`src/sv/fcaps_pkg.sv`:
```
// Shared types and constants for the four-channel envelope phase sequencer.
package fcaps_pkg;

  localparam int FRAME_W = 8;
  localparam int MS_W    = 13;
  localparam int FREQ_W  = 16;
  localparam int TIME_W  = 32;

  // Envelope phase of one channel; codes beyond release hold behave as idle.
  typedef enum logic [3:0] {
    PH_IDLE    = 4'd0,
    PH_A_START = 4'd1,
    PH_A_HOLD  = 4'd2,
    PH_D_START = 4'd3,
    PH_D_HOLD  = 4'd4,
    PH_S_START = 4'd5,
    PH_S_HOLD  = 4'd6,
    PH_R_START = 4'd7,
    PH_R_HOLD  = 4'd8
  } phase_t;

  typedef enum logic [2:0] {
    EV_NONE    = 3'd0,
    EV_ATTACK  = 3'd1,
    EV_DECAY   = 3'd2,
    EV_SUSTAIN = 3'd3,
    EV_RELEASE = 3'd4,
    EV_OFF     = 3'd5
  } event_t;

  localparam logic CMD_TONE = 1'b0;
  localparam logic CMD_TICK = 1'b1;

  localparam logic KIND_SETUP = 1'b0;
  localparam logic KIND_TICK  = 1'b1;

  // Arming request for one channel: load all four counters and restart.
  typedef struct packed {
    logic            en;
    logic [MS_W-1:0] att;
    logic [MS_W-1:0] dec;
    logic [MS_W-1:0] sus;
    logic [MS_W-1:0] rel;
  } arm_t;

endpackage

```
`src/sv/four_channel_adsr_phase_sequencer_unit.sv`:
```
// Top level of the four-channel envelope phase sequencer.
//
// This block sequences the attack, decay, sustain and release phases of up to
// NUM_CHANNELS tone channels and returns exactly one result transaction for
// every input transaction, in order. A tone command (cmd 0) converts the four
// frame-byte lengths to milliseconds as max(frames*1000/60, 1), arms the
// named channel at attack start and reports the set-up. A tick (cmd 1) takes
// the time elapsed since the last stored tick time (zero on the first tick,
// whose time is not stored, so the second tick counts from zero), steps
// every channel and reports one event code per channel for channels 0 to 3.
// The block is a two-stage pipeline: an input register, then one pass of
// conversion and per-channel phase logic that updates the channel state and
// loads the result register on the same edge. An accepted transaction moves
// on once the result register is free or being emptied, and a new one can
// be accepted every cycle as long as the result side does not stall. While
// a finished result waits in the result register the input register still
// takes one more transaction. There are no configuration registers.
module four_channel_adsr_phase_sequencer_unit #(
  parameter int NUM_CHANNELS = 4
) (
  input  logic                          clk,
  input  logic                          rst,
  input  logic                          item_valid,
  output logic                          item_stall,
  input  logic                          cmd,
  input  logic [1:0]                    channel,
  input  logic [31:0]                   packed_frequency,
  input  logic [31:0]                   packed_duration,
  input  logic [fcaps_pkg::TIME_W-1:0]  time_ms,
  output logic                          result_valid,
  input  logic                          result_stall,
  output logic                          kind,
  output logic [1:0]                    setup_channel,
  output logic [fcaps_pkg::FREQ_W-1:0]  pitch_hz,
  output logic [fcaps_pkg::FREQ_W-1:0]  cutoff_hz,
  output logic [fcaps_pkg::MS_W-1:0]    attack_len_ms,
  output logic [fcaps_pkg::MS_W-1:0]    decay_len_ms,
  output logic [fcaps_pkg::MS_W-1:0]    release_len_ms,
  output logic [2:0]                    event_ch0,
  output logic [2:0]                    event_ch1,
  output logic [2:0]                    event_ch2,
  output logic [2:0]                    event_ch3
);
  import fcaps_pkg::*;

  localparam int REPORTED = 4;

  // Input register.
  logic              s1_valid;
  logic              s1_cmd;
  logic [1:0]        s1_channel;
  logic [31:0]       s1_freq;
  logic [31:0]       s1_dur;
  logic [TIME_W-1:0] s1_time;

  // Tick timing state.
  logic              first_tick;
  logic [TIME_W-1:0] last_time;
  logic [TIME_W-1:0] delta;

  logic            advance;
  logic            accept;
  logic            is_tick;
  logic [MS_W-1:0] sus_ms, rel_ms, dec_ms, att_ms;
  logic [2:0]      chan_evt [NUM_CHANNELS];
  logic [2:0]      rep_evt [REPORTED];

  // The input register moves on whenever the result register is free or is
  // being emptied in this cycle.
  assign advance    = s1_valid && (!result_valid || !result_stall);
  assign item_stall = s1_valid && !advance;
  assign accept     = item_valid && !item_stall;
  assign is_tick    = (s1_cmd == CMD_TICK);

  assign delta = first_tick ? '0 : (s1_time - last_time);

  fcaps_conv u_conv_sus (.frames(s1_dur[7:0]),   .ms(sus_ms));
  fcaps_conv u_conv_rel (.frames(s1_dur[15:8]),  .ms(rel_ms));
  fcaps_conv u_conv_dec (.frames(s1_dur[23:16]), .ms(dec_ms));
  fcaps_conv u_conv_att (.frames(s1_dur[31:24]), .ms(att_ms));

  // One channel sequencer each; a tone command for an index beyond the
  // channel count matches no channel and arms nothing.
  for (genvar k = 0; k < NUM_CHANNELS; k++) begin : g_chan
    arm_t arm;
    assign arm.en  = advance && !is_tick && (int'(s1_channel) == k);
    assign arm.att = att_ms;
    assign arm.dec = dec_ms;
    assign arm.sus = sus_ms;
    assign arm.rel = rel_ms;

    fcaps_chan u_chan (
      .clk  (clk),
      .rst  (rst),
      .arm  (arm),
      .tick (advance && is_tick),
      .delta(delta),
      .evt  (chan_evt[k])
    );
  end

  // Only the first four channels have an event field.
  for (genvar k = 0; k < REPORTED; k++) begin : g_rep
    if (k < NUM_CHANNELS) begin : g_on
      assign rep_evt[k] = chan_evt[k];
    end else begin : g_off
      assign rep_evt[k] = EV_NONE;
    end
  end

  always_ff @(posedge clk) begin
    if (rst) begin
      s1_valid     <= 1'b0;
      result_valid <= 1'b0;
      first_tick   <= 1'b1;
      last_time    <= '0;
    end else begin
      if (accept) begin
        s1_valid <= 1'b1;
      end else if (advance) begin
        s1_valid <= 1'b0;
      end
      if (advance) begin
        result_valid <= 1'b1;
      end else if (!result_stall) begin
        result_valid <= 1'b0;
      end
      // The first tick only clears the flag and leaves last_time alone.
      if (advance && is_tick) begin
        if (first_tick) begin
          first_tick <= 1'b0;
        end else begin
          last_time <= s1_time;
        end
      end
    end
  end

  always_ff @(posedge clk) begin
    if (accept) begin
      s1_cmd     <= cmd;
      s1_channel <= channel;
      s1_freq    <= packed_frequency;
      s1_dur     <= packed_duration;
      s1_time    <= time_ms;
    end
  end

  // Result register: fields that do not belong to the report kind are zero.
  always_ff @(posedge clk) begin
    if (advance) begin
      if (is_tick) begin
        kind           <= KIND_TICK;
        setup_channel  <= '0;
        pitch_hz       <= '0;
        cutoff_hz      <= '0;
        attack_len_ms  <= '0;
        decay_len_ms   <= '0;
        release_len_ms <= '0;
        event_ch0      <= rep_evt[0];
        event_ch1      <= rep_evt[1];
        event_ch2      <= rep_evt[2];
        event_ch3      <= rep_evt[3];
      end else begin
        kind           <= KIND_SETUP;
        setup_channel  <= s1_channel;
        pitch_hz       <= s1_freq[15:0];
        cutoff_hz      <= s1_freq[31:16];
        attack_len_ms  <= att_ms;
        decay_len_ms   <= dec_ms;
        release_len_ms <= rel_ms;
        event_ch0      <= EV_NONE;
        event_ch1      <= EV_NONE;
        event_ch2      <= EV_NONE;
        event_ch3      <= EV_NONE;
      end
    end
  end

  // A tick report never carries set-up data.
  assert property (@(posedge clk) disable iff (rst)
    (result_valid && kind == KIND_TICK) |->
      (setup_channel == '0 && pitch_hz == '0 && cutoff_hz == '0 &&
       attack_len_ms == '0 && decay_len_ms == '0 && release_len_ms == '0))
    else $error("tick report carries set-up fields");

  // A set-up report carries no events and only nonzero lengths.
  assert property (@(posedge clk) disable iff (rst)
    (result_valid && kind == KIND_SETUP) |->
      (event_ch0 == EV_NONE && event_ch1 == EV_NONE && event_ch2 == EV_NONE &&
       event_ch3 == EV_NONE && attack_len_ms != '0 && decay_len_ms != '0 &&
       release_len_ms != '0))
    else $error("set-up report has events or a zero length");

  // Any tick that passes through the pipeline ends the first-tick window.
  assert property (@(posedge clk) disable iff (rst)
    (advance && is_tick) |=> !first_tick)
    else $error("first tick flag survived a tick");

  // Every transaction leaving the input register lands in the result register.
  assert property (@(posedge clk) disable iff (rst)
    advance |=> result_valid)
    else $error("result lost after input register advanced");

endmodule

```
`src/sv/fcaps_conv.sv`:
```
// Frame count to millisecond conversion, max(frames * 1000 / 60, 1).
module fcaps_conv (
  input  logic [fcaps_pkg::FRAME_W-1:0] frames,
  output logic [fcaps_pkg::MS_W-1:0]    ms
);
  import fcaps_pkg::*;

  // 1000/60 reduces to 50/3; the division by three uses a reciprocal that is
  // exact for every value below 2^16.
  localparam int SCALED_W = FRAME_W + 6;
  localparam int RECIP_SH = 17;
  localparam logic [RECIP_SH-1:0] RECIP3 = 17'd43691;

  logic [SCALED_W-1:0]          scaled;
  logic [SCALED_W+RECIP_SH-1:0] prod;
  logic [MS_W-1:0]              quot;

  // frames * 50 as shifts and adds.
  assign scaled = ({6'd0, frames} << 5) + ({6'd0, frames} << 4) + ({6'd0, frames} << 1);
  assign prod   = {{RECIP_SH{1'b0}}, scaled} * {{SCALED_W{1'b0}}, RECIP3};
  assign quot   = prod[RECIP_SH +: MS_W];
  assign ms     = (quot == '0) ? MS_W'(1) : quot;

endmodule

```
`src/sv/fcaps_chan.sv`:
```
// Envelope phase state and per-tick phase stepping for one tone channel.
module fcaps_chan (
  input  logic                         clk,
  input  logic                         rst,
  input  fcaps_pkg::arm_t              arm,
  input  logic                         tick,
  input  logic [fcaps_pkg::TIME_W-1:0] delta,
  output logic [2:0]                   evt
);
  import fcaps_pkg::*;

  phase_t          phase, phase_next;
  logic [MS_W-1:0] attack_left, attack_left_next;
  logic [MS_W-1:0] decay_left, decay_left_next;
  logic [MS_W-1:0] sustain_left, sustain_left_next;
  logic [MS_W-1:0] release_left, release_left_next;
  event_t          ev;
  logic            a_exp, d_exp, s_exp, r_exp;

  // A hold counter expires when the elapsed time reaches what is left.
  assign a_exp = {{(TIME_W-MS_W){1'b0}}, attack_left}  <= delta;
  assign d_exp = {{(TIME_W-MS_W){1'b0}}, decay_left}   <= delta;
  assign s_exp = {{(TIME_W-MS_W){1'b0}}, sustain_left} <= delta;
  assign r_exp = {{(TIME_W-MS_W){1'b0}}, release_left} <= delta;

  // Next state; an expired hold goes on at once, skipping the next start phase.
  always_comb begin
    phase_next        = phase;
    attack_left_next  = attack_left;
    decay_left_next   = decay_left;
    sustain_left_next = sustain_left;
    release_left_next = release_left;
    if (arm.en) begin
      phase_next        = PH_A_START;
      attack_left_next  = arm.att;
      decay_left_next   = arm.dec;
      sustain_left_next = arm.sus;
      release_left_next = arm.rel;
    end else if (tick) begin
      case (phase)
        PH_A_START: begin
          phase_next = (attack_left == '0) ? PH_D_START : PH_A_HOLD;
        end
        PH_A_HOLD: begin
          if (!a_exp) begin
            attack_left_next = attack_left - delta[MS_W-1:0];
          end else begin
            attack_left_next = '0;
            phase_next = (decay_left == '0) ? PH_S_START : PH_D_HOLD;
          end
        end
        PH_D_START: begin
          phase_next = (decay_left == '0) ? PH_S_START : PH_D_HOLD;
        end
        PH_D_HOLD: begin
          if (!d_exp) begin
            decay_left_next = decay_left - delta[MS_W-1:0];
          end else begin
            decay_left_next = '0;
            phase_next = (sustain_left == '0) ? PH_R_START : PH_S_HOLD;
          end
        end
        PH_S_START: begin
          phase_next = (sustain_left == '0) ? PH_R_START : PH_S_HOLD;
        end
        PH_S_HOLD: begin
          if (!s_exp) begin
            sustain_left_next = sustain_left - delta[MS_W-1:0];
          end else begin
            sustain_left_next = '0;
            phase_next = (release_left == '0) ? PH_IDLE : PH_R_HOLD;
          end
        end
        PH_R_START: begin
          phase_next = (release_left == '0) ? PH_IDLE : PH_R_HOLD;
        end
        PH_R_HOLD: begin
          if (!r_exp) begin
            release_left_next = release_left - delta[MS_W-1:0];
          end else begin
            release_left_next = '0;
            phase_next = PH_IDLE;
          end
        end
        default: begin
          phase_next = phase;
        end
      endcase
    end
  end

  // Event reported for this tick.
  always_comb begin
    ev = EV_NONE;
    case (phase)
      PH_A_START: ev = (attack_left == '0) ? EV_NONE : EV_ATTACK;
      PH_A_HOLD: begin
        if (a_exp) begin
          ev = (decay_left == '0) ? EV_NONE : EV_DECAY;
        end
      end
      PH_D_START: ev = (decay_left == '0) ? EV_NONE : EV_DECAY;
      PH_D_HOLD: begin
        if (d_exp) begin
          ev = (sustain_left == '0) ? EV_NONE : EV_SUSTAIN;
        end
      end
      PH_S_START: ev = (sustain_left == '0) ? EV_NONE : EV_SUSTAIN;
      PH_S_HOLD: begin
        if (s_exp) begin
          ev = (release_left == '0) ? EV_OFF : EV_RELEASE;
        end
      end
      PH_R_START: ev = (release_left == '0) ? EV_OFF : EV_RELEASE;
      PH_R_HOLD: begin
        if (r_exp) begin
          ev = EV_OFF;
        end
      end
      default: ev = EV_NONE;
    endcase
  end

  assign evt = ev;

  always_ff @(posedge clk) begin
    if (rst) begin
      phase        <= PH_IDLE;
      attack_left  <= '0;
      decay_left   <= '0;
      sustain_left <= '0;
      release_left <= '0;
    end else begin
      phase        <= phase_next;
      attack_left  <= attack_left_next;
      decay_left   <= decay_left_next;
      sustain_left <= sustain_left_next;
      release_left <= release_left_next;
    end
  end

endmodule
```
`config.mk`:
```
export PLATFORM = sky130hd
export DESIGN_NAME = four_channel_adsr_phase_sequencer_unit
export DESIGN_NICKNAME = d
export VERILOG_FILES = /design/src/sv/fcaps_pkg.sv /design/src/sv/four_channel_adsr_phase_sequencer_unit.sv /design/src/sv/fcaps_conv.sv /design/src/sv/fcaps_chan.sv
export SDC_FILE = /design/constraint.sdc
export NUM_CORES = 2
export LEC_CHECK = 0
export BUFFER_PORTS_ARGS = -buffer_cell sky130_fd_sc_hd__buf_2
export CAP_MARGIN = 20
export CORE_MARGIN = 2
export CORE_UTILIZATION = 45
export DETAILED_ROUTE_END_ITERATION = 6
export HOLD_SLACK_MARGIN = 0.02
export SLEW_MARGIN = 15
export SYNTH_ARGS = -nofsm -noshare
export SYNTH_HDL_FRONTEND = slang
export SYNTH_SLANG_ARGS = --single-unit
export TNS_END_PERCENT = 100
```
`constraint.sdc`:
```
create_clock -name clk -period 15.42 [get_ports clk]
set_input_delay 1.542 -clock clk [delete_from_list [all_inputs] [get_ports clk]]
set_output_delay 1.542 -clock clk [all_outputs]
set_load 0.02 [all_outputs]
```
==> results.cfg <==
[clocking]
cts_inserted_buffers = 56
cts-resized-gates = 0
cts_setup_buffers = 0
cts_tree = built
cts.path.max_buffers = 3
cts_num_sinks = 444
htree_levels = 2
worst_skew_pair.late_latency_ns = 0.68
clock_tree.root_cell = sky130_fd_sc_hd__clkbuf_16
worst_setup_hold_path_clk_slew_ns = 0.06
cts_hold_repair.buffers = 0

[floorplan]
initial_cell_density_of_the_core_pct = 45.37
fp-row-count = 114
core-area_um2 = 96710
boundaryPins = 191
die_width_um = 316.3
die-height_um = 316.3
die-area_um2 = 100000

[synthesis]
yosysSeqAreaShare_pct = 24.48
synth_top_area_share_pct = 19.36
mappedNetlistNets = 5818
synth_async_sr_flop_share_pct = 0
synth.distinct_cells = 94
synth.largest_area_cell = sky130_fd_sc_hd__ha_1
synth.avg_cell_area_um2 = 9.129
synth_enable_flop_cells = 185
syn-instance-count = 4807
synthesis.area_um2 = 43880
ys.warnings.count = 0
yosys-top-cells-area = sky130_fd_sc_hd__ha_1 19%, sky130_fd_sc_hd__edfxtp_1 13%, sky130_fd_sc_hd__dfxtp_1 12%, sky130_fd_sc_hd__fa_1 10%, sky130_fd_sc_hd__inv_1 4.6%
synth_seq_cells = 444
ys.flop_type = sky130_fd_sc_hd__dfxtp_1

[critical_path]
worstSetupPathType = register to register
timing.rr.start = s1_dur[16]
critical_path.endpoint = g_chan[3].u_chan.decay_left[0]
worstPathArrival_ns = 9.78
cp_max_fo = 6
worst_setup_path_startpoint = s1_dur[16]
r2r_setup_slack_ns = 6.22
critPathCaptureType = register
timing.critical_path.slowest_stage_cell = sky130_fd_sc_hd__o41ai_1
kind_of_start_point_of_the_critical_path = register
timing.critical_path.required_ns = 16.00
reg2reg_to = g_chan[3].u_chan.decay_left[0]
critical_path.max_stage_delay_ns = 0.86
rr_worst_depth = 31

[routing]
antenna_violating_nets_post_route = 0
routed_wire_per_std_cell_um = 19.35
drt-vias-per-instance = 5.809
routed-via-count = 36470
drt_iter0_drc = 2712
finalWirelength_um = 121500
detail_route.first_pass.iterations = 5
drc_errors = 0

[global_route]
grt_max_degree = 86
grt_usage_pct = 24.06
grt.overflow.total = 0
grt_first_pass_wirelength_um = 193400
first_global_vias = 35760
grt_antenna_before_repair = 1

[cells_and_area]
num_antenna_cells = 0
design.final.nets = 5965
finish.utilization_pct = 49.76
mostFrequentLayoutCell = sky130_fd_sc_hd__ha_1
area_growth_pct = 9.657
mostFrequentLayoutCells = 679 x sky130_fd_sc_hd__ha_1, 542 x sky130_fd_sc_hd__inv_1, 378 x sky130_fd_sc_hd__a21oi_1, 267 x sky130_fd_sc_hd__nor2_1, 262 x sky130_fd_sc_hd__nand2_1
finish.cell_count_without_fillers = 6278
layout_cell_share_with_drive_strength_beyond_1_pct = 9.756

[place]
post-dp-hpwl_um = 89370
instance_count_after_placement_with_tap_cells_included = 6170
detailedPlace.worstSlack_ns = 6.280
buffers_on_ports = 190
gpl.final_weighted_congestion = 0.8782

[timing]
post-route-period-util_pct = 59.67
fin_setup_tns_ns = 0
postLayoutSetupSlackWorst_ns = 6.219
timing.max_slew.rel_slack_pct = 23.29
worst_slew_pin_slew_ns = 1.142
clock_skew_ns = 0.04921
maxSlewViolCount = 0
timing.fmax_mhz = 108.7
rsz0062_at_grt = false
final_period_minus_worst_setup_slack_ns = 9.201
finalSetupViolations = 0
hold_viol_final = 0

[status]
status = finished, final reports clean

[min_path]
worst_hold_stages = 2
holdCritPathClass = register to register

[job]
maxCapViolCount = 0
[synth_stat cells, drive strengths merged (41+ instances only)]
library cell / count
nor4: 50
o21ai: 160
inv: 543
and3: 41
fa: 229
nand2: 262
nor2: 269
nand2b: 46
nor3: 103
o22ai: 146
nor2b: 98
a22oi: 199
a21oi: 381
dfxtp: 259
o21a: 53
ha: 679
xnor2: 137
a21o: 65
xor2: 106
clkbuf: 134
edfxtp: 185
nand3: 94
nand4: 86
[per-layer routing]
layer	part of all wire (%)	global-route usage, %	vias up
met4	2.3	5.607	0
met1	46	33.33	17560
met3	5.6	2.937	179
met5	0	0	-
li1	-	-	17780
met2	46	40.07	953
[stage by stage]
step	instance area, um2	hold slack (ns)
final	48120	0.4514
after global routing	48120	0.4681
after CTS	48100	0.4554
after detailed placement	46220	0.4470
after global placement	46190	0.4419
after floorplan	43880	0.4363
[kinds of logic after synthesis]
group | synth area share [%]
AOI/OAI and AO/OA | 20.10
and+or+nand+nor | 14.33
adders and majority gates | 29.81
buffers and inverters | 6.113
DFF | 24.48
xor gates and xnor gates | 4.850
muxes | 0.3251
[worst max-delay path: cells and delay by family (launching register included)]
kind	cells	cell delay [ns]
buffers and inverters	6	0.42
AND/OR/NAND/NOR	3	0.78
adder cells (fa/ha/maj)	10	4.02
AO/OA/AOI/OAI	11	3.14
flip-flops	1	0.48
XOR/XNOR	1	0.26
[how the worst min path moves through the flow]
stage	start	endpoint	slack, ns
finish	last_time[8]	last_time[8]	0.45
CTS	last_time[8]	last_time[8]	0.46
floorplan	last_time[10]	last_time[10]	0.44
global placement	last_time[28]	last_time[28]	0.44
global route	last_time[3]	last_time[3]	0.47
detailed placement	last_time[8]	last_time[8]	0.45
[state kept, by name (all words and copies together) (netlist names), 32 cells and up]
register,count
g_chan.u_chan.attack_left,52
g_chan.u_chan.decay_left,52
g_chan.u_chan.release_left,52
g_chan.u_chan.sustain_left,52
last_time,32
s1_dur,32
s1_freq,32
s1_time,32
[layout make-up]
type	instances	area (um2)
clock buffer	71	1550
clock inverter	35	334.1
fill	9246	48590
inverter	544	2044
multi-input combinational	3667	30510
sequential	444	10740
tap	1276	1597
timing repair buffer	241	1344
Power is not shown: default switching activity piles up to over one toggle a cycle in this logic, so the estimate is an artifact.
